File: config.mk
export PLATFORM = sky130hd
export DESIGN_NAME = pkq_delay
export DESIGN_NICKNAME = d
export VERILOG_FILES = /design/src/hdl/pkq_pkg.sv /design/src/hdl/pkq_delay.sv
export SDC_FILE = /design/constraint.sdc
export NUM_CORES = 1
export LEC_CHECK = 0
export ABC_AREA = 1
export ABC_CLOCK_PERIOD_IN_PS = 800
export BUFFER_PORTS_ARGS = -buffer_cell sky130_fd_sc_hd__buf_4
export CAP_MARGIN = 20
export CORE_MARGIN = 8
export CORE_UTILIZATION = 42
export CTS_CLUSTER_DIAMETER = 60
export DETAILED_ROUTE_END_ITERATION = 7
export MAX_ROUTING_LAYER = met4
export PLACE_DENSITY_LB_ADDON = 0.2
export SLEW_MARGIN = 20
export SYNTH_ARGS = -nofsm -noshare
export SYNTH_HDL_FRONTEND = slang
export SYNTH_SLANG_ARGS = --single-unit
File: constraint.sdc
create_clock -name clk_i -period 0.8 [get_ports clk_i]
set_input_delay 0.04 -clock clk_i [delete_from_list [all_inputs] [get_ports clk_i]]
set_output_delay 0.04 -clock clk_i [all_outputs]
set_load 0.02 [all_outputs]
File: src/hdl/pkq_pkg.sv
// shared types, constants and latencies of the particle kinematic quantity block
package pkq_pkg;

  localparam int unsigned DataW = 32;
  localparam int unsigned KindW = 3;
  localparam int unsigned FracBitsDefault = 16;
  localparam int unsigned LogFrac = 30;
  localparam int unsigned LogW = 5 + LogFrac;
  localparam int unsigned Ln2W = 28;
  localparam logic [Ln2W-1:0] Ln2Q28 = 28'd186065280;

  localparam int unsigned SqrtSteps = 32;
  localparam int unsigned SqrtStepsPerStage = 2;
  localparam int unsigned SqrtStages = SqrtSteps / SqrtStepsPerStage;

  // stages counted from the first input register
  localparam int unsigned LogLat = LogFrac + 1;
  localparam int unsigned RapLat = LogLat + 3;
  localparam int unsigned SqrtLat = 3 + SqrtStages;
  localparam int unsigned PadLat = RapLat - SqrtLat;

  localparam logic [KindW-1:0] KindColumn = 3'd0;
  localparam logic [KindW-1:0] KindPt = 3'd1;
  localparam logic [KindW-1:0] KindP = 3'd2;
  localparam logic [KindW-1:0] KindMass = 3'd3;
  localparam logic [KindW-1:0] KindMt = 3'd4;
  localparam logic [KindW-1:0] KindRapidity = 3'd5;

  typedef struct packed {
    logic signed [DataW-1:0] energy;
    logic signed [DataW-1:0] mom_x;
    logic signed [DataW-1:0] mom_y;
    logic signed [DataW-1:0] mom_z;
    logic signed [DataW-1:0] column_value;
  } pkq_in_t;

  typedef struct packed {
    logic signed [DataW-1:0] quantity_value;
    logic value_valid;
  } pkq_out_t;

endpackage

File: src/hdl/pkq_delay.sv
// shift-register delay line with common advance enable
module pkq_delay import pkq_pkg::*; #(
  parameter int unsigned Width = DataW,
  parameter int unsigned Depth = 1
) (
  input  logic             clk_i,
  input  logic             en_i,
  input  logic [Width-1:0] d_i,
  output logic [Width-1:0] q_o
);

  logic [Width-1:0] tap_q [Depth];

  always_ff @(posedge clk_i) begin
    if (en_i) begin
      tap_q[0] <= d_i;
      for (int i = 1; i < Depth; i++) begin
        tap_q[i] <= tap_q[i-1];
      end
    end
  end

  assign q_o = tap_q[Depth-1];

endmodule

# [Word level (Yosys, flattened, before mapping)]
# Memories as Yosys holds them, arrays and structs flattened.
# Cells that the tools add are included.
[totals] reg_bits=0 ramBits=32 inputBits=34 out_inout_bits=32 wordCells=3 n_memories=1
[mem_list] memory="tap_q" words=1 width=32 read_ports=1 rd_ports_with_merged_regs=0 write_ports=1 line="pkq_delay.sv:12" rtl="logic [Width-1:0] tap_q [Depth];"
[op_classes] mux=2
[op_table] operator="two-way mux 1 bit" count=2

# [Longest topological paths before layout]
[depth] ltp_word=2 mapped_depth=0 mapped_depth_nobuf=0

# [Worst setup path before layout]
# No wires, ideal clock.
[synth_path] path_kind="flip-flop to output port" startpoint="memory tap_q[0][0] in the netlist's numbering" endpoint="output q_o[0]" arrival_ns=0.449 t_required_ns=0.760 setup_slack_ns=0.311 path_stages_with_launch=1 path_buffers=0 cell_sequence="edfxtp_1"
[synth_via] elab_chain_len=1
[synth_rtl] item="start: declaration" line="pkq_delay.sv:12"
[synth_rtl] item="memory (1 x 32 bit)"
[synth_rtl] item="end: declaration" line="pkq_delay.sv:9" rtl="output logic [Width-1:0] q_o"
# Every way passes these cells.

# [Final worst setup path]
[layout_path] startpoint="memory tap_q[0][16] in the netlist's numbering" endpoint="output q_o[16]"
# Same word-level chain as after synthesis.

==> impl_metrics.py <==
metrics = {
    "final_layout": {
        "nets": 170,
        "areaGrowthSynthToFinish_pct": 105,
        "largestRegisters": "tap_q: 32 flops",
        "num_antenna_cells": 0,
        "largest_register_ffs": 32,
        "n_fill_cell": 81,
        "top_register": "tap_q",
        "multi_input_area_um2": 0,
        "multi_input_gates": 0,
        "drive_gt1_share_pct": 51.5,
    },
    "timing": {
        "fin_crit_sh_pct": 117,
        "finalMaxSlewViolations": 0,
        "period_needed_ns": 0.933,
        "finalHoldViolCount": 0,
        "rsz0062_at_grt": "yes",
        "clock.fmax_ghz": 1.07,
        "worst_pin_slew_ns": 0.379,
        "setup_viol": 32,
        "max-slew-margin-rel_pct": 74.7,
        "post-route-worst-setup-slack_ns": -0.133,
    },
    "logic_synthesis": {
        "synth-simple-area-share_pct": 0,
        "synth.net_count": 66,
        "synth_fa_ha_area_share_pct": 0,
        "ys_warn_count": 0,
        "syn_inst": 32,
        "yosysUniqueCellTypes": 1,
        "synth.mux.area_fraction_pct": 0,
        "ys_seq_area_share_pct": 100,
        "syn-cell-area_um2": 961,
        "synth_xor_area_share_pct": 0,
        "synth_compound_area_share_pct": 0,
        "avgSynthCellArea_um2": 30.0,
        "synth_seq_cells": 32,
    },
    "floorplan": {
        "io_pins": 66,
        "start_util_pct": 43.9,
        "fp.dieH_um": 63.8,
        "dieArea_mm2": 0.00407,
        "fp-row-count": 17,
        "fp.dieW_um": 63.8,
        "core-area_mm2": 0.00219,
    },
    "grt": {
        "grtUsageMet1_pct": 14.7,
        "met3_usage_pct": 6.27,
        "grt_pass1_vias": 860,
        "grt_pass1_wl_mm": 4.39,
        "grt_use_met2_pct": 24.6,
        "antenna_found_initial": 0,
        "grt_max_degree": 33,
        "grt_usage_pct": 14.7,
        "busiest_layer": "met2",
        "grt_overflow": 0,
    },
    "setup_path": {
        "cpMaxStageDelayCell": "edfxtp_1",
        "critPathKind": "flop to output pin",
        "crit_buf_inv": 1,
        "cp_max_fo": 1,
        "cp-end-kind": "output pin",
        "cpLargestDelayFamily": "flip-flops",
        "arrival_ns": 0.89,
        "crit_chain": "buf_6",
        "cp.required_ns": 0.76,
        "worst_setup_path_start_kind": "flop",
        "crit_path_start": "tap_q[0][16]$_DFFE_PP_",
        "critical-path-max-stage-delay_ns": 0.43,
    },
    "power": {
        "power_w": 0.00356,
        "p_leak_nw": 0.825,
        "power_density_mw_per_mm2": 1810,
        "ir_drop_mv": 1.61,
    },
    "worst_hold_path": {
        "min_path_type": "primary input to flop",
        "holdCritStartpoint": "en_i",
    },
    "clock_network": {
        "cts_sinks": 32,
        "path_clk_slew_ns": 0.09,
        "postCtsSetupBuffers": 0,
        "cts_buffer_depth": 2,
        "htree_levels": 2,
        "cts_made_buffers": 5,
        "root_buffer": "clkbuf_4",
        "cts_tree": "yes",
    },
    "route": {
        "first_pass_iters": 4,
        "vias": 734,
        "drt-total-wl_mm": 2.88,
        "drtAntennaViolNets": 0,
        "drcViolationCount": 0,
        "wl_per_cell_um": 17.6,
        "first_iter_violations": 46,
        "vias_per_cell": 4.48,
    },
    "run_status": {
        "violations": "negative setup slack",
        "status": "finished, violations left",
    },
    "place": {
        "place_ws_ns": 0.0569,
        "portBuffers": 65,
        "gp_congestion": 0.700,
    },
    "flow_run": {
        "drv_cap": 0,
    },
}
## power by group
group / leakage [nW] / switching, W / internal [W] / total [W]
logic: 0.486 / 0.000304 / 0.000430 / 0.000734
clock network: 0.0261 / 0.000462 / 0.000306 / 0.000768
registers: 0.313 / 0.0000631 / 0.00199 / 0.00206
## path summary, 6_finish.rpt
path | slack (ns) | cells past startpoint | to
setup / recovery | -0.13 | 1 | q_o[16]
hold / removal | 0.18 | 1 | tap_q[0][13]$_DFFE_PP_
## stage by stage
step	hold slack, ns	setup TNS [ns]	cells	util, %	instance area, um^2
floorplan	0.139	0	32	-	961
global placement	0.218	0	125	67.7	1480
detailed placement	0.219	0	125	67.7	1480
CTS	0.161	-3.20	164	89.0	1950
global route	0.173	-4.15	164	89.9	1970
finish	0.177	-2.69	164	89.9	1970
## Yosys cell counts
master,n,area share [%]
edfxtp_1,32,100
## what timing repair did
item	CTS	global route
setup endpoints to repair	32	32
endpoints found under the hold margin	32	0
gates resized for setup	27	5
hold buffers	32	0
## layout by cell type (no fill, tap or decap), drive strengths merged
cell type	instances
dlygate4sd3	32
clkinv	2
clkbuf	5
buf	65
edfxtp	32
## logic make-up (layout without fill, tap and decap cells)
family	after synthesis	in the layout
flops	32	32
buf+inv	0	104
## routing by layer
metal	vias to the layer above	routed length, um
li1	336	-
met1	350	1080
met2	46	1540
met3	2	254
met4	0	9
met5	-	0
## layout make-up
cell class              count  area (um^2)  area share, %
well taps                  28         35.0           1.78
clock inverters             2         7.51          0.381
repair buffers             97          928           47.1
flip-flops and latches     32          961           48.8
clock buffers               5         37.5           1.91
Note: power is estimated with default switching activity, not from simulation.
