==> config.mk <==
export PLATFORM = sky130hd
export DESIGN_NAME = pkq_isqrt
export DESIGN_NICKNAME = d
export VERILOG_FILES = /design/src/hdl/pkq_pkg.sv /design/src/hdl/pkq_isqrt.sv
export SDC_FILE = /design/constraint.sdc
export NUM_CORES = 2
export LEC_CHECK = 0
export BUFFER_PORTS_ARGS = -buffer_cell sky130_fd_sc_hd__buf_2
export CELL_PAD_IN_SITES_DETAIL_PLACEMENT = 0
export CELL_PAD_IN_SITES_GLOBAL_PLACEMENT = 1
export CORE_MARGIN = 2
export CORE_UTILIZATION = 39
export DETAILED_ROUTE_END_ITERATION = 8
export PLACE_DENSITY_LB_ADDON = 0.1
export SLEW_MARGIN = 30
export SYNTH_ARGS = -nofsm -noshare
export SYNTH_HDL_FRONTEND = slang
export SYNTH_SLANG_ARGS = --single-unit
==> constraint.sdc <==
create_clock -name clk_i -period 8.2 [get_ports clk_i]
set_input_delay 1.23 -clock clk_i [delete_from_list [all_inputs] [get_ports clk_i]]
set_output_delay 1.23 -clock clk_i [all_outputs]
set_load 0.02 [all_outputs]
==> src/hdl/pkq_pkg.sv <==
// shared types, constants and latencies of the particle kinematic quantity block
package pkq_pkg;

  localparam int unsigned DataW = 32;
  localparam int unsigned KindW = 3;
  localparam int unsigned FracBitsDefault = 16;
  localparam int unsigned LogFrac = 30;
  localparam int unsigned LogW = 5 + LogFrac;
  localparam int unsigned Ln2W = 28;
  localparam logic [Ln2W-1:0] Ln2Q28 = 28'd186065280;

  localparam int unsigned SqrtSteps = 32;
  localparam int unsigned SqrtStepsPerStage = 2;
  localparam int unsigned SqrtStages = SqrtSteps / SqrtStepsPerStage;

  // stages counted from the first input register
  localparam int unsigned LogLat = LogFrac + 1;
  localparam int unsigned RapLat = LogLat + 3;
  localparam int unsigned SqrtLat = 3 + SqrtStages;
  localparam int unsigned PadLat = RapLat - SqrtLat;

  localparam logic [KindW-1:0] KindColumn = 3'd0;
  localparam logic [KindW-1:0] KindPt = 3'd1;
  localparam logic [KindW-1:0] KindP = 3'd2;
  localparam logic [KindW-1:0] KindMass = 3'd3;
  localparam logic [KindW-1:0] KindMt = 3'd4;
  localparam logic [KindW-1:0] KindRapidity = 3'd5;

  typedef struct packed {
    logic signed [DataW-1:0] energy;
    logic signed [DataW-1:0] mom_x;
    logic signed [DataW-1:0] mom_y;
    logic signed [DataW-1:0] mom_z;
    logic signed [DataW-1:0] column_value;
  } pkq_in_t;

  typedef struct packed {
    logic signed [DataW-1:0] quantity_value;
    logic value_valid;
  } pkq_out_t;

endpackage

==> src/hdl/pkq_isqrt.sv <==
// pipelined floor integer square root of a 64-bit value
module pkq_isqrt import pkq_pkg::*; (
  input  logic        clk_i,
  input  logic        en_i,
  input  logic [63:0] radicand_i,
  output logic [31:0] root_o
);

  logic [63:0] rem_q [SqrtStages];
  logic [63:0] res_q [SqrtStages];

  for (genvar s = 0; s < SqrtStages; s++) begin : g_stage
    logic [63:0] rem_d, res_d, rem_in, res_in;

    if (s == 0) begin : g_first
      assign rem_in = radicand_i;
      assign res_in = '0;
    end else begin : g_next
      assign rem_in = rem_q[s-1];
      assign res_in = res_q[s-1];
    end

    always_comb begin
      logic [63:0] bitv;
      rem_d = rem_in;
      res_d = res_in;
      for (int j = 0; j < SqrtStepsPerStage; j++) begin
        bitv = 64'd1 << (62 - 2 * (s * SqrtStepsPerStage + j));
        if (rem_d >= res_d + bitv) begin
          rem_d = rem_d - (res_d + bitv);
          res_d = (res_d >> 1) + bitv;
        end else begin
          res_d = res_d >> 1;
        end
      end
    end

    always_ff @(posedge clk_i) begin
      if (en_i) begin
        rem_q[s] <= rem_d;
        res_q[s] <= res_d;
      end
    end
  end

  assign root_o = res_q[SqrtStages-1][31:0];

endmodule

Yosys cells after proc, flatten, opt, wreduce, memory -nomap -nowiden:

Memory sizes are Yosys's and may differ from the RTL's.
Index checks and enable logic that the tools add are counted.

* register bits after elaboration: 0
* bits in writable memories: 2048
* input bits: 66
* output and inout port bits: 32
* memories: 2

Memories
* rem_q: words 16, bits a word 64, read ports 15, clocked after memory_dff 0, wr ports 16, line pkq_isqrt.sv:9 `logic [63:0] rem_q [SqrtStages];`
* res_q: words 16, bits a word 64, read ports 16, clocked after memory_dff 0, wr ports 16, line pkq_isqrt.sv:10 `logic [63:0] res_q [SqrtStages];`

* add/sub/neg operators: 94
* magnitude comparators: 32
* mux-type cells: 66

Operators with widths (number)
* two-way mux 64 bit: 63
* greater-or-equal comparator 64 bit: 31
* subtractor 64 bit: 31
* adder 63 x 1 -> 64 bit, second input constant: 1
* adder 63 x 11 -> 64 bit, second input constant: 1
* adder 63 x 13 -> 64 bit, second input constant: 1
* adder 63 x 15 -> 64 bit, second input constant: 1
* adder 63 x 17 -> 64 bit, second input constant: 1
* adder 63 x 19 -> 64 bit, second input constant: 1
* adder 63 x 21 -> 64 bit, second input constant: 1
* adder 63 x 23 -> 64 bit, second input constant: 1
* adder 63 x 25 -> 64 bit, second input constant: 1
* adder 63 x 27 -> 64 bit, second input constant: 1
* adder 63 x 29 -> 64 bit, second input constant: 1
* adder 63 x 3 -> 64 bit, second input constant: 1
* adder 63 x 31 -> 64 bit, second input constant: 1
* adder 63 x 33 -> 64 bit, second input constant: 1
* adder 63 x 35 -> 64 bit, second input constant: 1
* adder 63 x 37 -> 64 bit, second input constant: 1
* adder 63 x 39 -> 64 bit, second input constant: 1
* adder 63 x 41 -> 64 bit, second input constant: 1
* adder 63 x 43 -> 64 bit, second input constant: 1
* adder 63 x 45 -> 64 bit, second input constant: 1
* adder 63 x 47 -> 64 bit, second input constant: 1
* 45 further kinds: 46

Longest topological paths before layout:

An unclocked memory read counts as a cell.

* depth in word-level cells: 7
* depth in mapped cells: 33
* depth with buffers taken out: 30

Worst setup path after synthesis:

Ideal clock, no wire load.

* path kind: register to register
* from: memory rem_q[11][46] (netlist: rem_q[1][238])
* to: memory rem_q[12][44] (netlist: rem_q[1][300]), data pin
* setup time: 0.266 ns
* arrival: 5.951 ns
* data required time: 7.934 ns
* path slack: 1.983 ns
* cell stages (with the launch flop): 26
* clock period less this slack: 6.217 ns
* cells stage by stage: edfxtp_1 -> or4_1 -> or3_1 -> nor4_1 -> and4_1 -> nand2_1 -> inv_1 -> clkbuf_1 -> nand2_1 -> nand2_1 -> ha_1 -> clkbuf_1 -> a21o_1 -> a21o_1 -> a221o_1 -> a221o_1 -> a221o_1 -> a211oi_1 -> o211ai_1 -> a21oi_1 -> o211ai_1 -> nor4_1 -> nand3_1 -> o2111a_1 -> and4_1 -> xnor2_1

RTL lines (line)
* start, declared: pkq_isqrt.sv:9

==> summary.md <==
The flow ran to the end, and the final reports show no timing, DRC or antenna violations. Summed over all cells, the static leakage comes to 35.5 nW. Net switching is 40.9% of the power. The run gives 0 as the count of antenna-violating nets left after detailed routing.

sky130_fd_sc_hd__edfxtp_1 is the most common cell in the netlist. The run gives 386000 µm as the first-pass GRT wire length. Yosys mapped the design onto 120 distinct sky130hd cell types.

The run gives 43800 µm² as the area of the multi-input gates. The number of hold violations in the final report is 0, and the vertical die dimension is 467 µm. The post-route clock period utilization works out to 92.6%. Combinational cells account for 46.5% of the total power. In the routed layout, each cell is associated on average with a via count of 5.62. The minimum period implied by the final worst setup slack is 7.59 ns, and the detailed-router iteration count before antenna repair is 5. Biggest area consumer among synthesized cells: sky130_fd_sc_hd__edfxtp_1. Broken down by cell family, the worst path's largest delay share belongs to simple AND/OR/NAND/NOR gates.

The clock latency on the worst-skew pair came out at 0.82 ns. In this run the worst hold path is classified as reg -> reg. The synthesized design contains 1232 enable-type register cells.

In this run the biggest area consumer among cell types represents 44.3% of the synthesized area. The worst-case IR drop observed on VDD is 0.226 mV. After detailed routing, the met2 layer carries 124000 µm of wire.

Proportion of layout cells with a drive suffix above 1: 7.31%. Summing the sequential cell areas from Yosys gives 44.3% of the chip area. Sum of buffers and inverters on the critical path: 3. The largest fanout of any net on the critical path works out to 35. Clock tree synthesis found a total of 1232 sinks. Clock-pin slew was measured on the worst setup and hold paths at 0.06 ns. The uppermost metal layer occupied by signal nets was met4.

The kind of critical path was reg -> reg. Measured against its own limit, the worst slew margin works out to 28.0%. The logs give 0 for the total count of max-transition violations in the final report and 9170 for the final net count.

For this run, the leading register cell type out of synthesis is sky130_fd_sc_hd__edfxtp_1. The signal on the critical path passes through inv_1 > ha_1 > nand4_1 > nor4_4 > nand4b_1 > nand3_2 > or2_1 > a21o_4 > inv_6 > o31ai_1 > ha_1 > a21o_1 > a21o_1 > a21oi_1 > o2111ai_1 > a211oi_1 > nand2b_1 > nor2_1 > nor4_1 > and3_2 > and2_4 > inv_4 > mux2_4. The final route contains 64.4k vias. The flip-flop and latch count after synthesis is 1232, and the area enclosed by the die boundary is 218000 µm².

The number of buffers added on ports works out to 97. Averaged over all synthesized cells, the footprint is 9.89 µm². The power density over the cells is 332 nW/µm², and the number of warning messages in the yosys log is 0. In this run the core area contains 169 standard-cell rows. TritonCTS built the clock tree. The area of the mapped netlist was 83500 µm²; the final wirelength was 255000 µm. Internal power of the cells: 18.2 mW. Buffers inserted to repair hold after CTS numbered 0.

Compared with the post-synthesis result, the final layout area differs by 10.7%. For the number of failing setup endpoints in the final timing report, the log shows 0. The commonest cells after synthesis are sky130_fd_sc_hd__edfxtp_1, sky130_fd_sc_hd__nand2_1, sky130_fd_sc_hd__nor2_1. Summed over all nets, the half-perimeter wirelength after detailed placement is 204000 µm.

The category of the worst setup path launch point is a flip-flop. Sequential cells account for 31.2% of the total power. When the netlist entered floorplanning its net count stood at 9082. The largest individual stage delay along the critical path comes from the cell sky130_fd_sc_hd__ha_1. The cell count after synthesis came out at 8443.

Placer's final routability congestion estimate: 0.907. STA classifies the critical path endpoint as a flip-flop. The overall routing resource usage is 22.8%, and the total clock buffers created by CTS is 147. CTS built an H-tree with a depth of 4. The tools report the sequential cell area in the final layout as 37000 µm².

For the floorplan core area, the log shows 213000 µm². Yosys attributes the largest share of cell area to sky130_fd_sc_hd__edfxtp_1, sky130_fd_sc_hd__ha_1, sky130_fd_sc_hd__xnor2_1, sky130_fd_sc_hd__a21oi_1, sky130_fd_sc_hd__nand2_1. The fill cell total of the finished layout came out at 20.4k.

The logs give 62.9k for the via count of the first global-routing pass and 98 for the I/O pin count. In this run the power spent charging and discharging nets is 12.6 mW. For the final routed database, the setup TNS stands at 0 ns. In the post-route analysis, the smallest setup slack over all paths is 0.608 ns. Entering global routing, the biggest net connects 193 pins. The detailed router put a total of 116000 µm of wire on met1.

The initial utilization of the core area, before any placement, comes to 39.3%. In this design, the stage delay of the slowest critical-path cell is 0.51 ns. Derived from the worst setup path, the maximum achievable clock frequency is 132 MHz. Width of the chip: 467 µm. The run gives 0.329 ns as the worst slack at placement. For the clock network fraction of design power, the log shows 22.3%. The post-route worst hold slack was 0.434 ns.

In this run the clock root is driven by a sky130_fd_sc_hd__clkbuf_16. The total overflow left after global routing is 0. Proportion of synthesized flip-flops having asynchronous set or reset: 0%. The completed layout was analyzed and its total power is 30.7 mW.

For the detailed router's first-iteration violation count, the log shows 5035. The logs give 0 for the number of setup buffers added after CTS and 3 for the buffer levels on the longest clock path. Across the run, the number of max-cap violations was 0. The logs give 7 for the number of antenna violations at the first check in global routing and 9250 µm for the total length of routed met3 wires. Measured on the finished design, the core utilization comes to 43.5%. In the routed design, unresolved DRC markers number 0. The worst endpoint data arrival time is 8.10 ns, and the post-detailed-route wirelength per cell is 22.2 µm. The tools report the worst clock skew as 0.0674 ns. Setup repair after global routing left no endpoint under its margin. The worst-margin pin slew came out at 1.07 ns. At the worst endpoint, the required time is 8.71 ns.
## flip-flops by register name (all words and copies together) (netlist names)
name and count:
res_q 272, rem_q 960
## power by group through the flow
stage | clock network [mW] | registers [mW] | logic (mW)
global placement | 0 | 9.73 | 14.2
detailed placement | 0 | 9.74 | 14.1
finish | 6.84 | 9.60 | 14.3
floorplan | 0 | 9.16 | 10.6
global route | 7.25 | 9.72 | 15.8
CTS | 7.03 | 9.61 | 14.2
## through the flow
stage,cells,area [µm²]
floorplan,8443,83500
global placement,11200,87300
finish,11500,92500
detailed placement,11200,87300
CTS,11500,92400
global route,11500,92500
## timing repair
item | CTS | global route
setup endpoints to repair | 0 | 38
gates resized for setup | 0 | 2
endpoints found under the hold margin | 0 | 0
## path summary, 6_finish.rpt
path              slack, ns                    start  depth (start not counted)                       to
setup / recovery       0.61  res_q[1][284]$_DFFE_PP_                         23  rem_q[1][339]$_DFFE_PP_
setup reg to reg       0.61  res_q[1][284]$_DFFE_PP_                         23  rem_q[1][339]$_DFFE_PP_
hold reg to reg        0.43  res_q[1][397]$_DFFE_PP_                          0  res_q[1][459]$_DFFE_PP_
hold / removal         0.43  res_q[1][397]$_DFFE_PP_                          0  res_q[1][459]$_DFFE_PP_
## placed cells by master, fill, tap and decap left out, drive strengths merged, types with 80 or more instances in the layout
| master | n |
|---|---|
| clkbuf | 170 |
| nand2 | 729 |
| nor4 | 250 |
| nor2b | 81 |
| xnor2 | 518 |
| xor2 | 302 |
| nor2 | 662 |
| or3 | 112 |
| a21o | 286 |
| nor3 | 209 |
| a21oi | 636 |
| inv | 500 |
| o21ai | 488 |
| nand3 | 205 |
| nand4 | 168 |
| edfxtp | 1232 |
| ha | 573 |
| nand2b | 86 |
| buf | 170 |
| o21a | 80 |
## area by class of cell
class,count,area share [%]
Antenna cell,3,0.00812
Clock buffer,170,4.09
Clock inverter,93,1.42
Inverter,494,2.01
Multi-Input combinational cell,6486,47.3
Sequential cell,1232,40.0
Tap cell,2821,3.82
Timing Repair Buffer,170,1.31
## routing by layer
metal / GRT usage (%) / up-vias
li1: - / 31700
met1: 30.9 / 31100
met2: 39.2 / 1288
met3: 2.21 / 294
met4: 5.42 / 0
met5: 0 / -
## logic make-up after synthesis
group | after synthesis | synth area share, %
adders and majority gates | 573 | 8.59
DFF | 1232 | 44.3
buffers and inverters | 726 | 3.41
xor gates and xnor gates | 820 | 8.60
and+or+nand+nor | 2895 | 17.7
AOI/OAI and AO/OA | 2094 | 16.0
muxes | 103 | 1.40
(Power assumes the default switching activity.)
